<file path="src/rtl/core/spc_pkg.sv">
`default_nettype none

package spc_pkg;

    localparam int QUEUE_DEPTH_DEF = 8;
    localparam int INDEX_W         = 16;
    localparam int TAG_W           = 8;
    localparam int IN_DATA_W       = 24;
    localparam int OUT_DATA_W      = 48;

    localparam logic [INDEX_W-1:0] RESYNC_RESET = 16'hFFFF;

    localparam logic SRC_MASTER = 1'b0;
    localparam logic SRC_SLAVE  = 1'b1;

    typedef struct packed {
        logic [INDEX_W-1:0] index;
        logic [TAG_W-1:0]   tag;
    } t_entry;

    typedef struct packed {
        logic shift;
        logic load;
    } t_cell_ctl;

endpackage

`default_nettype wire

</file>
<file path="src/rtl/core/stereo_frame_pairer_unit.sv">
// Stereo frame pairer: matches master and slave camera frames by frame index.
// Input stream s_axis carries one arriving frame per request: tuser selects
// the camera (0 master, 1 slave), tdata holds the frame index and buffer tag.
// Output stream m_axis carries one request per pair found: tags, common index
// and the drop count since the previous pair; tuser flags the first pair.
// The resync period register is written through i_cfg_wr_en/i_cfg_wr_data;
// the user must write it only while the block is idle; no check enforces it.
// Each camera queue is a row of cells. After a frame is accepted, a scan copy
// of the master row is loaded and shifted past the slave row, one master entry
// per cycle, compared against all slave cells at once. An arrival that makes
// no pair holds the input until the scan has passed every master entry; one
// that pairs master entry m with slave entry s holds it until both rows have
// shifted out the consumed m + 1 and s + 1 entries, one cell per cycle.
// A found pair waits in the scan stage while the output register is still
// occupied; the input is not ready again until that pair has been stored.
// Reset empties both queues, forgets the previous pair and sets the resync
// period to 65535; queue contents themselves are not cleared.

`default_nettype none

module stereo_frame_pairer_unit #(
    parameter int QUEUE_DEPTH = spc_pkg::QUEUE_DEPTH_DEF
) (
    input  wire                                 i_clk,
    input  wire                                 i_rst_n,
    input  wire                                 i_cfg_wr_en,
    input  wire  [spc_pkg::INDEX_W-1:0]         i_cfg_wr_data,
    input  wire                                 s_axis_tvalid,
    output logic                                s_axis_tready,
    // [15:0] frame_index, [23:16] frame_tag
    input  wire  [spc_pkg::IN_DATA_W-1:0]       s_axis_tdata,
    // [0] source
    input  wire                                 s_axis_tuser,
    output logic                                m_axis_tvalid,
    input  wire                                 m_axis_tready,
    // [7:0] master_tag, [15:8] slave_tag, [31:16] pair_index,
    // [47:32] dropped_frames
    output logic [spc_pkg::OUT_DATA_W-1:0]      m_axis_tdata,
    // [0] first_pair
    output logic                                m_axis_tuser
);

    localparam int CW = $clog2(QUEUE_DEPTH + 1);
    localparam int SW = $clog2(QUEUE_DEPTH);
    localparam int IW = spc_pkg::INDEX_W;

    typedef enum logic [1:0] {
        S_IDLE,
        S_LOAD,
        S_SCAN,
        S_DROP
    } t_state;

    t_state                       r_state,      n_state;
    logic [IW-1:0]                r_period,     n_period;
    logic [IW-1:0]                r_prev_index, n_prev_index;
    logic                         r_prev_valid, n_prev_valid;
    logic [CW-1:0]                r_m,          n_m;
    logic [CW-1:0]                r_drop_m,     n_drop_m;
    logic [CW-1:0]                r_drop_s,     n_drop_s;
    logic                         r_out_valid,  n_out_valid;
    logic [spc_pkg::OUT_DATA_W-1:0] r_out_data, n_out_data;
    logic                         r_out_first,  n_out_first;
    spc_pkg::t_entry              r_scan [QUEUE_DEPTH];

    spc_pkg::t_entry              in_entry;
    spc_pkg::t_entry              m_entries [QUEUE_DEPTH];
    spc_pkg::t_entry              s_entries [QUEUE_DEPTH];
    logic [CW-1:0]                m_count;
    logic [CW-1:0]                s_count;
    logic                         accept;
    logic                         m_drop;
    logic                         s_drop;
    logic                         s_hit;
    logic [SW-1:0]                s_sel;
    logic [spc_pkg::TAG_W-1:0]    s_tag;
    logic [IW:0]                  expected_wide;
    logic [IW-1:0]                expected;
    logic [IW-1:0]                dropped;
    logic                         out_free;

    assign s_axis_tready = (r_state == S_IDLE);
    assign accept        = s_axis_tvalid && s_axis_tready;
    assign in_entry.index = s_axis_tdata[15:0];
    assign in_entry.tag   = s_axis_tdata[23:16];
    assign m_drop = (r_state == S_DROP) && (r_drop_m != '0);
    assign s_drop = (r_state == S_DROP) && (r_drop_s != '0);

    spc_queue #(.DEPTH(QUEUE_DEPTH)) u_master_queue (
        .i_clk     (i_clk),
        .i_rst_n   (i_rst_n),
        .i_push    (accept && (s_axis_tuser == spc_pkg::SRC_MASTER)),
        .i_entry   (in_entry),
        .i_drop    (m_drop),
        .o_entries (m_entries),
        .o_count   (m_count)
    );

    spc_queue #(.DEPTH(QUEUE_DEPTH)) u_slave_queue (
        .i_clk     (i_clk),
        .i_rst_n   (i_rst_n),
        .i_push    (accept && (s_axis_tuser == spc_pkg::SRC_SLAVE)),
        .i_entry   (in_entry),
        .i_drop    (s_drop),
        .o_entries (s_entries),
        .o_count   (s_count)
    );

    // Oldest slave entry whose index equals the master entry at the scan head.
    always_comb begin
        s_hit = 1'b0;
        s_sel = '0;
        s_tag = '0;
        for (int k = 0; k < QUEUE_DEPTH; k++) begin
            if (!s_hit && (CW'(k) < s_count) && (s_entries[k].index == r_scan[0].index)) begin
                s_hit = 1'b1;
                s_sel = SW'(k);
                s_tag = s_entries[k].tag;
            end
        end
    end

    // The period is added back only when the pair index lies below the
    // expected one; the result wraps to 16 bits either way.
    always_comb begin
        expected_wide = {1'b0, r_prev_index} + (IW+1)'(1);
        if (expected_wide >= {1'b0, r_period}) begin
            expected = '0;
        end else begin
            expected = expected_wide[IW-1:0];
        end
        if (!r_prev_valid) begin
            dropped = '0;
        end else if (r_scan[0].index >= expected) begin
            dropped = r_scan[0].index - expected;
        end else begin
            dropped = r_period - expected + r_scan[0].index;
        end
    end

    assign out_free = !r_out_valid || m_axis_tready;

    always_comb begin
        n_state      = r_state;
        n_period     = r_period;
        n_prev_index = r_prev_index;
        n_prev_valid = r_prev_valid;
        n_m          = r_m;
        n_drop_m     = r_drop_m;
        n_drop_s     = r_drop_s;
        n_out_valid  = r_out_valid && !m_axis_tready;
        n_out_data   = r_out_data;
        n_out_first  = r_out_first;

        if (i_cfg_wr_en) begin
            n_period = i_cfg_wr_data;
        end

        unique case (r_state)
            S_IDLE: begin
                if (accept) begin
                    n_state = S_LOAD;
                end
            end
            S_LOAD: begin
                n_m     = '0;
                n_state = S_SCAN;
            end
            S_SCAN: begin
                if (r_m >= m_count) begin
                    n_state = S_IDLE;
                end else if (s_hit) begin
                    if (out_free) begin
                        n_out_valid  = 1'b1;
                        n_out_data   = {dropped, r_scan[0].index, s_tag, r_scan[0].tag};
                        n_out_first  = !r_prev_valid;
                        n_prev_index = r_scan[0].index;
                        n_prev_valid = 1'b1;
                        n_drop_m     = r_m + CW'(1);
                        n_drop_s     = CW'(s_sel) + CW'(1);
                        n_state      = S_DROP;
                    end
                end else begin
                    n_m = r_m + CW'(1);
                end
            end
            S_DROP: begin
                if (m_drop) begin
                    n_drop_m = r_drop_m - CW'(1);
                end
                if (s_drop) begin
                    n_drop_s = r_drop_s - CW'(1);
                end
                if ((r_drop_m <= CW'(1)) && (r_drop_s <= CW'(1))) begin
                    n_state = S_IDLE;
                end
            end
            default: begin
                n_state = S_IDLE;
            end
        endcase
    end

    always_ff @(posedge i_clk) begin
        r_out_data  <= n_out_data;
        r_out_first <= n_out_first;
        r_m         <= n_m;
        r_drop_m    <= n_drop_m;
        r_drop_s    <= n_drop_s;
        if (!i_rst_n) begin
            r_state      <= S_IDLE;
            r_period     <= spc_pkg::RESYNC_RESET;
            r_prev_index <= '0;
            r_prev_valid <= 1'b0;
            r_out_valid  <= 1'b0;
        end else begin
            r_state      <= n_state;
            r_period     <= n_period;
            r_prev_index <= n_prev_index;
            r_prev_valid <= n_prev_valid;
            r_out_valid  <= n_out_valid;
        end
    end

    // Scan line: loaded from the master row, then moves one cell per cycle
    // toward the head while no slave entry matches.
    always_ff @(posedge i_clk) begin
        for (int k = 0; k < QUEUE_DEPTH; k++) begin
            if (r_state == S_LOAD) begin
                r_scan[k] <= m_entries[k];
            end else if ((r_state == S_SCAN) && !s_hit && (k < QUEUE_DEPTH - 1)) begin
                r_scan[k] <= r_scan[(k + 1) % QUEUE_DEPTH];
            end
        end
    end

    assign m_axis_tvalid = r_out_valid;
    assign m_axis_tdata  = r_out_data;
    assign m_axis_tuser  = r_out_first;

endmodule

`default_nettype wire

</file>
<file path="src/rtl/core/spc_cell.sv">
`default_nettype none

module spc_cell (
    input  wire                 i_clk,
    input  spc_pkg::t_cell_ctl  i_ctl,
    input  spc_pkg::t_entry     i_next,
    input  spc_pkg::t_entry     i_new,
    output spc_pkg::t_entry     o_entry
);

    spc_pkg::t_entry r_entry;

    always_ff @(posedge i_clk) begin
        priority if (i_ctl.load) begin
            r_entry <= i_new;
        end else if (i_ctl.shift) begin
            r_entry <= i_next;
        end else begin
            r_entry <= r_entry;
        end
    end

    assign o_entry = r_entry;

endmodule

`default_nettype wire

</file>
<file path="src/rtl/core/spc_queue.sv">
`default_nettype none

module spc_queue #(
    parameter int DEPTH = spc_pkg::QUEUE_DEPTH_DEF
) (
    input  wire                         i_clk,
    input  wire                         i_rst_n,
    input  wire                         i_push,
    input  spc_pkg::t_entry             i_entry,
    input  wire                         i_drop,
    output spc_pkg::t_entry             o_entries [DEPTH],
    output logic [$clog2(DEPTH+1)-1:0]  o_count
);

    localparam int CW = $clog2(DEPTH + 1);

    logic [CW-1:0]       r_count;
    logic [CW-1:0]       n_count;
    logic                full;
    spc_pkg::t_cell_ctl  ctl   [DEPTH];
    spc_pkg::t_entry     nexts [DEPTH];

    assign full = (r_count == CW'(DEPTH));

    // A push into a full queue moves everything one place toward the head
    // and writes the new frame into the last cell.
    always_comb begin
        for (int k = 0; k < DEPTH; k++) begin
            ctl[k].shift = i_drop || (i_push && full);
            if (full) begin
                ctl[k].load = i_push && (k == DEPTH - 1);
            end else begin
                ctl[k].load = i_push && (r_count == CW'(k));
            end
            if (k < DEPTH - 1) begin
                nexts[k] = o_entries[(k + 1) % DEPTH];
            end else begin
                nexts[k] = i_entry;
            end
        end
    end

    always_comb begin
        n_count = r_count;
        if (i_push && !full) begin
            n_count = r_count + CW'(1);
        end else if (i_drop) begin
            n_count = r_count - CW'(1);
        end
    end

    always_ff @(posedge i_clk) begin
        if (!i_rst_n) begin
            r_count <= '0;
        end else begin
            r_count <= n_count;
        end
    end

    for (genvar g = 0; g < DEPTH; g++) begin : g_cell
        spc_cell u_cell (
            .i_clk   (i_clk),
            .i_ctl   (ctl[g]),
            .i_next  (nexts[g]),
            .i_new   (i_entry),
            .o_entry (o_entries[g])
        );
    end

    assign o_count = r_count;

endmodule

`default_nettype wire

</file>
<file path="config.mk">
export PLATFORM = sky130hd
export DESIGN_NAME = stereo_frame_pairer_unit
export DESIGN_NICKNAME = d
export VERILOG_FILES = /design/src/rtl/core/spc_pkg.sv /design/src/rtl/core/stereo_frame_pairer_unit.sv /design/src/rtl/core/spc_cell.sv /design/src/rtl/core/spc_queue.sv
export SDC_FILE = /design/constraint.sdc
export NUM_CORES = 1
export LEC_CHECK = 0
export BUFFER_PORTS_ARGS = -buffer_cell sky130_fd_sc_hd__buf_2
export CAP_MARGIN = 20
export CORE_ASPECT_RATIO = 1.2
export CORE_MARGIN = 2
export CORE_UTILIZATION = 53
export DETAILED_ROUTE_END_ITERATION = 10
export PLACE_DENSITY_LB_ADDON = 0.08
export SETUP_SLACK_MARGIN = 0.2
export SLEW_MARGIN = 40
export SYNTH_ARGS = -nofsm -noshare
export SYNTH_HDL_FRONTEND = slang
export SYNTH_SLANG_ARGS = --single-unit
</file>
<file path="constraint.sdc">
create_clock -name i_clk -period 6.7 [get_ports i_clk]
set_input_delay 1.005 -clock i_clk [delete_from_list [all_inputs] [get_ports i_clk]]
set_output_delay 1.005 -clock i_clk [all_outputs]
set_load 0.02 [all_outputs]
</file>
==> out/summary.log, run 1 <==
qor: yosys.syn-num-nets 2369
qor: setup_path.slowest_delay 510 ps
qor: placement.dp.final_hpwl 52.6 mm
qor: yosys.synth_area_leader_cell edfxtp_1
qor: clocking.clock-root-buffer clkbuf_16
qor: yosys.synth_enable_flop_cells 637
qor: layout.utilization 59.5%
qor: pwr.power.static_leakage 13.6 nW
qor: yosys.async_set_reset_flop_share_out_of_synthesis 0%
qor: timing.report.final.slew_viol_count 0
qor: timing.layout_min_cycle_time 6160 ps
qor: yosys.dominantRegCellSynth edfxtp_1
qor: floorplanning.core.rowCount 100
qor: drt.via_count 18721
qor: clocking.cts-hold-fix-buffers 0
qor: global_routing.grt_pass1_vias 19628
qor: layout.finish.net_count 2466
qor: min_path.worst_hold_path_type flop to flop
qor: yosys.synth_area_per_cell 14.8 µm²
qor: setup_path.cell_with_the_largest_stage_delay_on_the_worst_path fa_1
qor: clocking.tritoncts yes
qor: yosys.ys_seq_elements 681
qor: setup_path.start_kind flop
qor: yosys.yosys.area.top_type_share 57.5%
qor: drt.drtPass1Iterations 5
qor: drt.ant_nets 0
qor: yosys.ys_seq_area_share 60.2%
qor: drt.post-route-drc-count 0
qor: clocking.htreeDepth 3
qor: drt.post_drt_via_cell_ratio 5.84
qor: layout.area_delta_synth_final 11.0%
qor: global_routing.grt_pass1_wl 121 mm
qor: global_routing.antenna_found_initial 4
qor: yosys.total_standard_cell_area_after_synthesis 33200 µm²
qor: clocking.tritoncts.num_buffers 71
qor: clocking.cts_num_sinks 681
qor: status.run_status finished clean
qor: global_routing.grt.overflow.total 0
qor: layout.final_layout_size_suffix_gt1_share 33.0%
qor: placement.gpl.final_weighted_congestion 0.860
qor: pwr.fin_total_pwr 10.4 mW
qor: floorplanning.initial_core_util 53.6%
qor: floorplanning.dieArea 64800 µm²
qor: global_routing.grt_usage 24.9%
qor: setup_path.path_class flop to flop
qor: timing.setup-violations-final 0
qor: drt.per_cell_routed_wire_length 24.8 µm
qor: clocking.clk_path_buf_depth 3
qor: setup_path.crit_fanout 14
qor: pwr.cellPowerDensity 281 nW/µm²
qor: yosys.synth.most_common_cell edfxtp_1
qor: clocking.clkTransAtPathRegs 60 ps
qor: timing.setup-tns-final 0 ps
qor: run.cap_viol_max_count 0
qor: drt.detail_route.iter0.violations 1332
qor: timing.timing.hold.ws 418 ps
qor: setup_path.critPathArrivalTime 6510 ps
qor: yosys.synth.area.top_cells edfxtp_1 58%, mux2_2 13%, mux2_4 4.9%
qor: yosys.synthesis.yosys.warnings 0
qor: setup_path.end_kind flop
qor: timing.finClkSkew 23.7 ps
qor: timing.worstMarginPinSlew 851 ps
qor: placement.portBuffers 96
qor: yosys.distinct_cell_type_count_of_the_synthesized_netlist 71
qor: yosys.post_synth_inst_count 2240
qor: timing.achievable-frequency 0.162 GHz
qor: timing.unrepaired_setup_endpoints_after_global_routing false
qor: timing.timing.max_slew.rel_slack 43.3%
qor: drt.drt-total-wl 79.7 mm
qor: global_routing.grt_start_max_net_pins 80
qor: clocking.worst_skew_pair.late_latency 600 ps
qor: floorplanning.fp.dieW 233 µm
qor: floorplanning.io_pins 97
qor: pwr.vdd_ir_drop_max 192 µV
qor: setup_path.worst-endpoint-required 7050 ps
qor: yosys.synth.cells.most_frequent 637 x edfxtp_1, 395 x mux2_2, 146 x nand2_1, 109 x mux2_4, 103 x xnor2_1
qor: timing.layout_worst_path_cycle_share 92.0%
qor: floorplanning.coreArea 62100 µm²
qor: timing.endpoints_failing_hold 0
qor: layout.insertedDiodeCount 0
qor: floorplanning.die_height 278 µm
==> kinds of logic (layout without fill, tap and decap cells) <==
family	count (synthesis)	in the layout	share of synthesized area, %
muxes	528	528	19.0
AOI/OAI and AO/OA	180	180	3.75
DFF	681	681	60.2
and+or+nand+nor	373	373	5.57
adders and majority gates	83	83	3.48
buffers and inverters	218	369	3.33
xor gates and xnor gates	177	177	4.66
==> cell usage in the layout (no fill, tap or decap), types with 5 or more instances in the layout <==
cell type	instances
nand2_4	7
a211oi_1	7
edfxtp_1	637
buf_4	39
clkinv_1	16
a21o_1	13
o21ai_0	23
and2_1	14
o21a_1	9
buf_12	5
nand4_1	25
or2_2	8
mux2_4	109
clkbuf_1	13
mux2i_1	24
dfxtp_1	44
nand2b_1	10
bufinv_16	6
clkbuf_16	74
a21oi_1	45
clkinv_2	11
nor3_1	15
fa_1	16
xor2_1	74
nand2_1	139
or3_1	5
nor4_1	16
nor2_1	53
inv_1	98
o211ai_1	16
a22o_1	5
mux2_2	395
buf_2	96
a22oi_1	7
ha_1	67
nand3_1	35
and3_1	10
a221o_1	7
xnor2_1	103
o2111ai_1	5
==> routing by layer <==
layer | part of all wire [%] | GRT usage, %
met1 | 42 | 31.8
met2 | 52 | 44.2
met3 | 3.9 | 3.34
met4 | 2.3 | 7.20
met5 | 0 | 0
==> worst max-delay path, delay by kind of cell (launching register included) <==
| family | cells | cell delay, ps |
|---|---|---|
| adders and majority gates | 3 | 1210 |
| buffers and inverters | 4 | 450 |
| xor gates and xnor gates | 1 | 170 |
| and+or+nand+nor | 10 | 2050 |
| muxes | 1 | 80 |
| DFF | 1 | 440 |
| AOI/OAI and AO/OA | 6 | 1500 |
==> layout make-up <==
cell class / instances / area [µm²]
fill: 4859 / 25200
sequential: 681 / 20000
multi-input combinational: 1341 / 12300
clock buffer: 90 / 1940
tap: 816 / 1020
timing repair buffer: 144 / 918
inverter: 98 / 368
clock inverter: 37 / 334
==> where the power goes <==
| group | internal [mW] | switching, mW | total (mW) |
|---|---|---|---|
| logic | 0.525 | 0.799 | 1.32 |
| registers | 4.98 | 0.132 | 5.12 |
| clock network | 2.28 | 1.64 | 3.92 |
| total | 7.79 | 2.57 | 10.4 |
==> repair_timing <==
item	CTS	global route
pin swaps	0	2
hold endpoints to repair	0	0
setup buffers	0	2
gates resized for setup	1	7
setup endpoints to repair	1	1
==> registers in the layout, indices dropped and copies added, names as in the netlist <==
register                              cells
u_slave_queue.g_cell.u_cell.o_entry     192
r_drop_s                                  4
r_period                                 16
r_scan                                  192
r_state                                   2
r_prev_index                             16
m_axis_tuser                              1
m_axis_tdata                             48
u_slave_queue.o_count                     4
r_m                                       4
u_master_queue.o_count                    4
r_prev_valid                              1
u_master_queue.g_cell.u_cell.o_entry    192
m_axis_tvalid                             1
r_drop_m                                  4
==> per-stage QoR <==
stage	instances	cell area (µm²)	worst slack [ps]
after floorplan	2240	33200	262
after global placement	3073	34400	440
after detailed placement	3077	34500	161
after CTS	3204	36800	286
after global routing	3207	36900	162
final	3207	36900	536
==> final timing paths <==
kind / start / to / slack, ps / cells past startpoint
hold reg to reg: r_scan[0][2]$_DFFE_PP_ / m_axis_tdata[2]$_DFFE_PP_ / 420 / 0
setup / recovery: r_prev_index[2]$_SDFFE_PN0P_ / m_axis_tdata[47]$_SDFFCE_PN0P_ / 540 / 25
setup reg to reg: r_prev_index[2]$_SDFFE_PN0P_ / m_axis_tdata[47]$_SDFFCE_PN0P_ / 540 / 25
hold / removal: r_scan[0][2]$_DFFE_PP_ / m_axis_tdata[2]$_DFFE_PP_ / 420 / 0
(Power assumes the default switching activity.)
==> run 2: changes to the inputs <==
- clock period: 6.7 -> 7.47 ns (I/O delays scaled with it)
==> run 2 against run 1 <==
  * Die area unchanged
  * Register-to-register slack better by 390 ps
  * Sequential share of layout area up 0.15 points
  * Clock skew up 1.8 ps
  * Fmax down 5.7%
  * Total power down 11%
  * Highest routed layer unchanged
  * Largest power group unchanged
  * Non-clock buffer count down 4
  * Count of clock-buffer cells in the layout up 4
  * Combinational power down 9.8%
  * Critical path depth down 1
==> out/summary.log, run 2 (same netlist as run 1, synthesis figures left out) <==
qor: status.run_status finished clean [unchanged]
qor: global_routing.grt.overflow.total 0 [unchanged]
qor: drt.post_drt_via_cell_ratio 5.81 [was 5.84]
qor: setup_path.end_kind flop [unchanged]
qor: drt.drt-total-wl 79.3 mm [was 79.7 mm]
qor: setup_path.crit_fanout 14 [unchanged]
qor: clocking.clock-root-buffer clkbuf_16 [unchanged]
qor: setup_path.cell_with_the_largest_stage_delay_on_the_worst_path nor4_2 [was fa_1]
qor: pwr.power.static_leakage 13.5 nW [was 13.6 nW]
qor: layout.finish.net_count 2462 [was 2466]
qor: timing.worstMarginPinSlew 804 ps [was 851 ps]
qor: timing.finClkSkew 25.5 ps [was 23.7 ps]
qor: floorplanning.core.rowCount 100 [unchanged]
qor: setup_path.worst-endpoint-required 7830 ps [was 7050 ps]
qor: placement.post_dp_cell_area 34500 µm² [about the same]
qor: min_path.worst_hold_path_type flop to flop [unchanged]
qor: floorplanning.io_pins 97 [unchanged]
qor: setup_path.slowest_delay 570 ps [was 510 ps]
qor: clocking.worst_skew_pair.late_latency 630 ps [was 600 ps]
qor: timing.endpoints_failing_hold 0 [unchanged]
qor: pwr.cellPowerDensity 250 nW/µm² [was 281 nW/µm²]
qor: setup_path.path_class flop to flop [unchanged]
qor: floorplanning.initial_core_util 53.6% [unchanged]
qor: timing.achievable-frequency 0.153 GHz [was 0.162 GHz]
qor: layout.area_delta_synth_final 10.7% [was 11.0%]
qor: run.cap_viol_max_count 0 [unchanged]
qor: layout.stdcell_area 36800 µm² [was 36900 µm²]
qor: pwr.vdd_ir_drop_max 204 µV [was 192 µV]
qor: placement.placement.setup.worst_slack 995 ps [was 161 ps]
qor: placement.dp.final_hpwl 51.9 mm [was 52.6 mm]
qor: placement.gpl.final_weighted_congestion 0.883 [was 0.860]
qor: clocking.cts-hold-fix-buffers 0 [unchanged]
qor: floorplanning.die_height 278 µm [unchanged]
qor: timing.layout_min_cycle_time 6540 ps [was 6160 ps]
qor: timing.timing.max_slew.rel_slack 46.4% [was 43.3%]
qor: timing.report.final.slew_viol_count 0 [unchanged]
qor: clocking.post_cts_resized 0 [was 1]
qor: global_routing.antenna_found_initial 4 [unchanged]
qor: clocking.htreeDepth 3 [unchanged]
qor: clocking.postCtsSetupBuffers 0 [unchanged]
qor: timing.setup-violations-final 0 [unchanged]
qor: drt.ant_nets 0 [unchanged]
qor: drt.per_cell_routed_wire_length 24.7 µm [was 24.8 µm]
qor: setup_path.critPathArrivalTime 6900 ps [was 6510 ps]
qor: clocking.cts_num_sinks 681 [unchanged]
qor: layout.final_layout_size_suffix_gt1_share 32.3% [was 33.0%]
qor: clocking.clk_path_buf_depth 3 [unchanged]
qor: pwr.fin_total_pwr 9.21 mW [was 10.4 mW]
qor: layout.final_common_cell edfxtp_1 [unchanged]
qor: floorplanning.coreArea 62100 µm² [unchanged]
qor: setup_path.start_kind flop [unchanged]
qor: drt.drtPass1Iterations 6 [was 5]
qor: placement.portBuffers 96 [unchanged]
qor: global_routing.grt_pass1_vias 19272 [was 19628]
qor: global_routing.grt_start_max_net_pins 118 [was 80]
qor: layout.filler_cell_count 4886 [was 4859]
qor: setup_path.timing.critical_path.max_delay_family simple AND/OR/NAND/NOR gates [unchanged]
qor: drt.detail_route.iter0.violations 1280 [was 1332]
qor: setup_path.critical_path_buf_inv_count 3 [was 4]
qor: drt.via_count 18638 [was 18721]
qor: clocking.tritoncts yes [unchanged]
qor: floorplanning.dieArea 64800 µm² [unchanged]
qor: drt.post-route-drc-count 0 [unchanged]
qor: timing.timing.final.ws_setup 931 ps [was 536 ps]
qor: clocking.clkTransAtPathRegs 60 ps [about the same]
qor: setup_path.worstPathCellList ha_1 -> inv_1 -> nor4_2 -> nand3_1 -> xnor2_1 -> ha_1 -> nand3_1 -> nor2_1 -> a21oi_1 -> and4_1 -> or2_2 -> nand2_1 -> inv_1 -> fa_1 -> inv_1 -> ha_1 -> a211oi_1 -> o211a_1 -> o21ai_0 -> a2111o_1 -> a41oi_1 -> nand4b_1 -> mux2i_1 -> or3b_2
qor: global_routing.grt_pass1_wl 120 mm [was 121 mm]
qor: global_routing.grt_usage 24.8% [was 24.9%]
qor: timing.setup-tns-final 0 ps [unchanged]
qor: layout.mostFrequentLayoutCells 637 x edfxtp_1, 395 x mux2_2, 139 x nand2_1, 109 x mux2_4, 103 x xnor2_1 [unchanged]
qor: floorplanning.fp.dieW 233 µm [unchanged]
qor: clocking.tritoncts.num_buffers 71 [unchanged]
qor: timing.timing.hold.ws 417 ps [was 418 ps]
qor: timing.layout_worst_path_cycle_share 87.5% [was 92.0%]
qor: timing.unrepaired_setup_endpoints_after_global_routing false [unchanged]
## run 2: cell count changes in the layout (fill, tap and decap cells not counted), sizes merged
cell	previous run	this run
buf	144	140
bufinv	6	4
clkbuf	90	94
clkinv	28	30
clkinvlp	1	0
diode	0	1
inv	100	101
## run 2: area by class of cell
class	instances	area (µm²)	share of cell area, %
Sequential cell	681	20000	54.4
Multi-Input combinational cell	1341	12300	33.3
Clock buffer	94	1870	5.09
Tap cell	816	1020	2.77
Timing Repair Buffer	140	890	2.42
Clock inverter	37	368	1.00
Inverter	98	368	1.00
Antenna cell	1	2.50	0.00680
## run 2: routing by layer
layer / vias to the layer above / wire, µm / track usage [%]
met3: 108 / 3080 / 3.00
met4: 0 / 1530 / 6.42
met2: 427 / 40700 / 43.8
met1: 9548 / 34000 / 32.4
met5: - / 0 / 0
li1: 8555 / - / -
## run 2: per-stage QoR
stage               cells  util (%)
finish               3208      59.3
floorplan            2240         -
global placement     3071      55.4
CTS                  3206      59.2
detailed placement   3075      55.6
global route         3207      59.3
## run 2: worst paths after layout
| check | to | startpoint | slack, ps | depth (start not counted) |
|---|---|---|---|---|
| worst min-delay path | m_axis_tdata[2]$_DFFE_PP_ | r_scan[0][2]$_DFFE_PP_ | 420 | 0 |
| worst max register to register | m_axis_tdata[47]$_SDFFCE_PN0P_ | r_prev_index[0]$_SDFFE_PN0P_ | 930 | 24 |
| worst min register to register | m_axis_tdata[2]$_DFFE_PP_ | r_scan[0][2]$_DFFE_PP_ | 420 | 0 |
| worst max-delay path | m_axis_tdata[47]$_SDFFCE_PN0P_ | r_prev_index[0]$_SDFFE_PN0P_ | 930 | 24 |
## run 2: where the power goes
part	switching (mW)	internal [mW]
Combinational	0.727	0.465
Clock	1.52	1.93
Sequential	0.103	4.47
Total	2.35	6.87
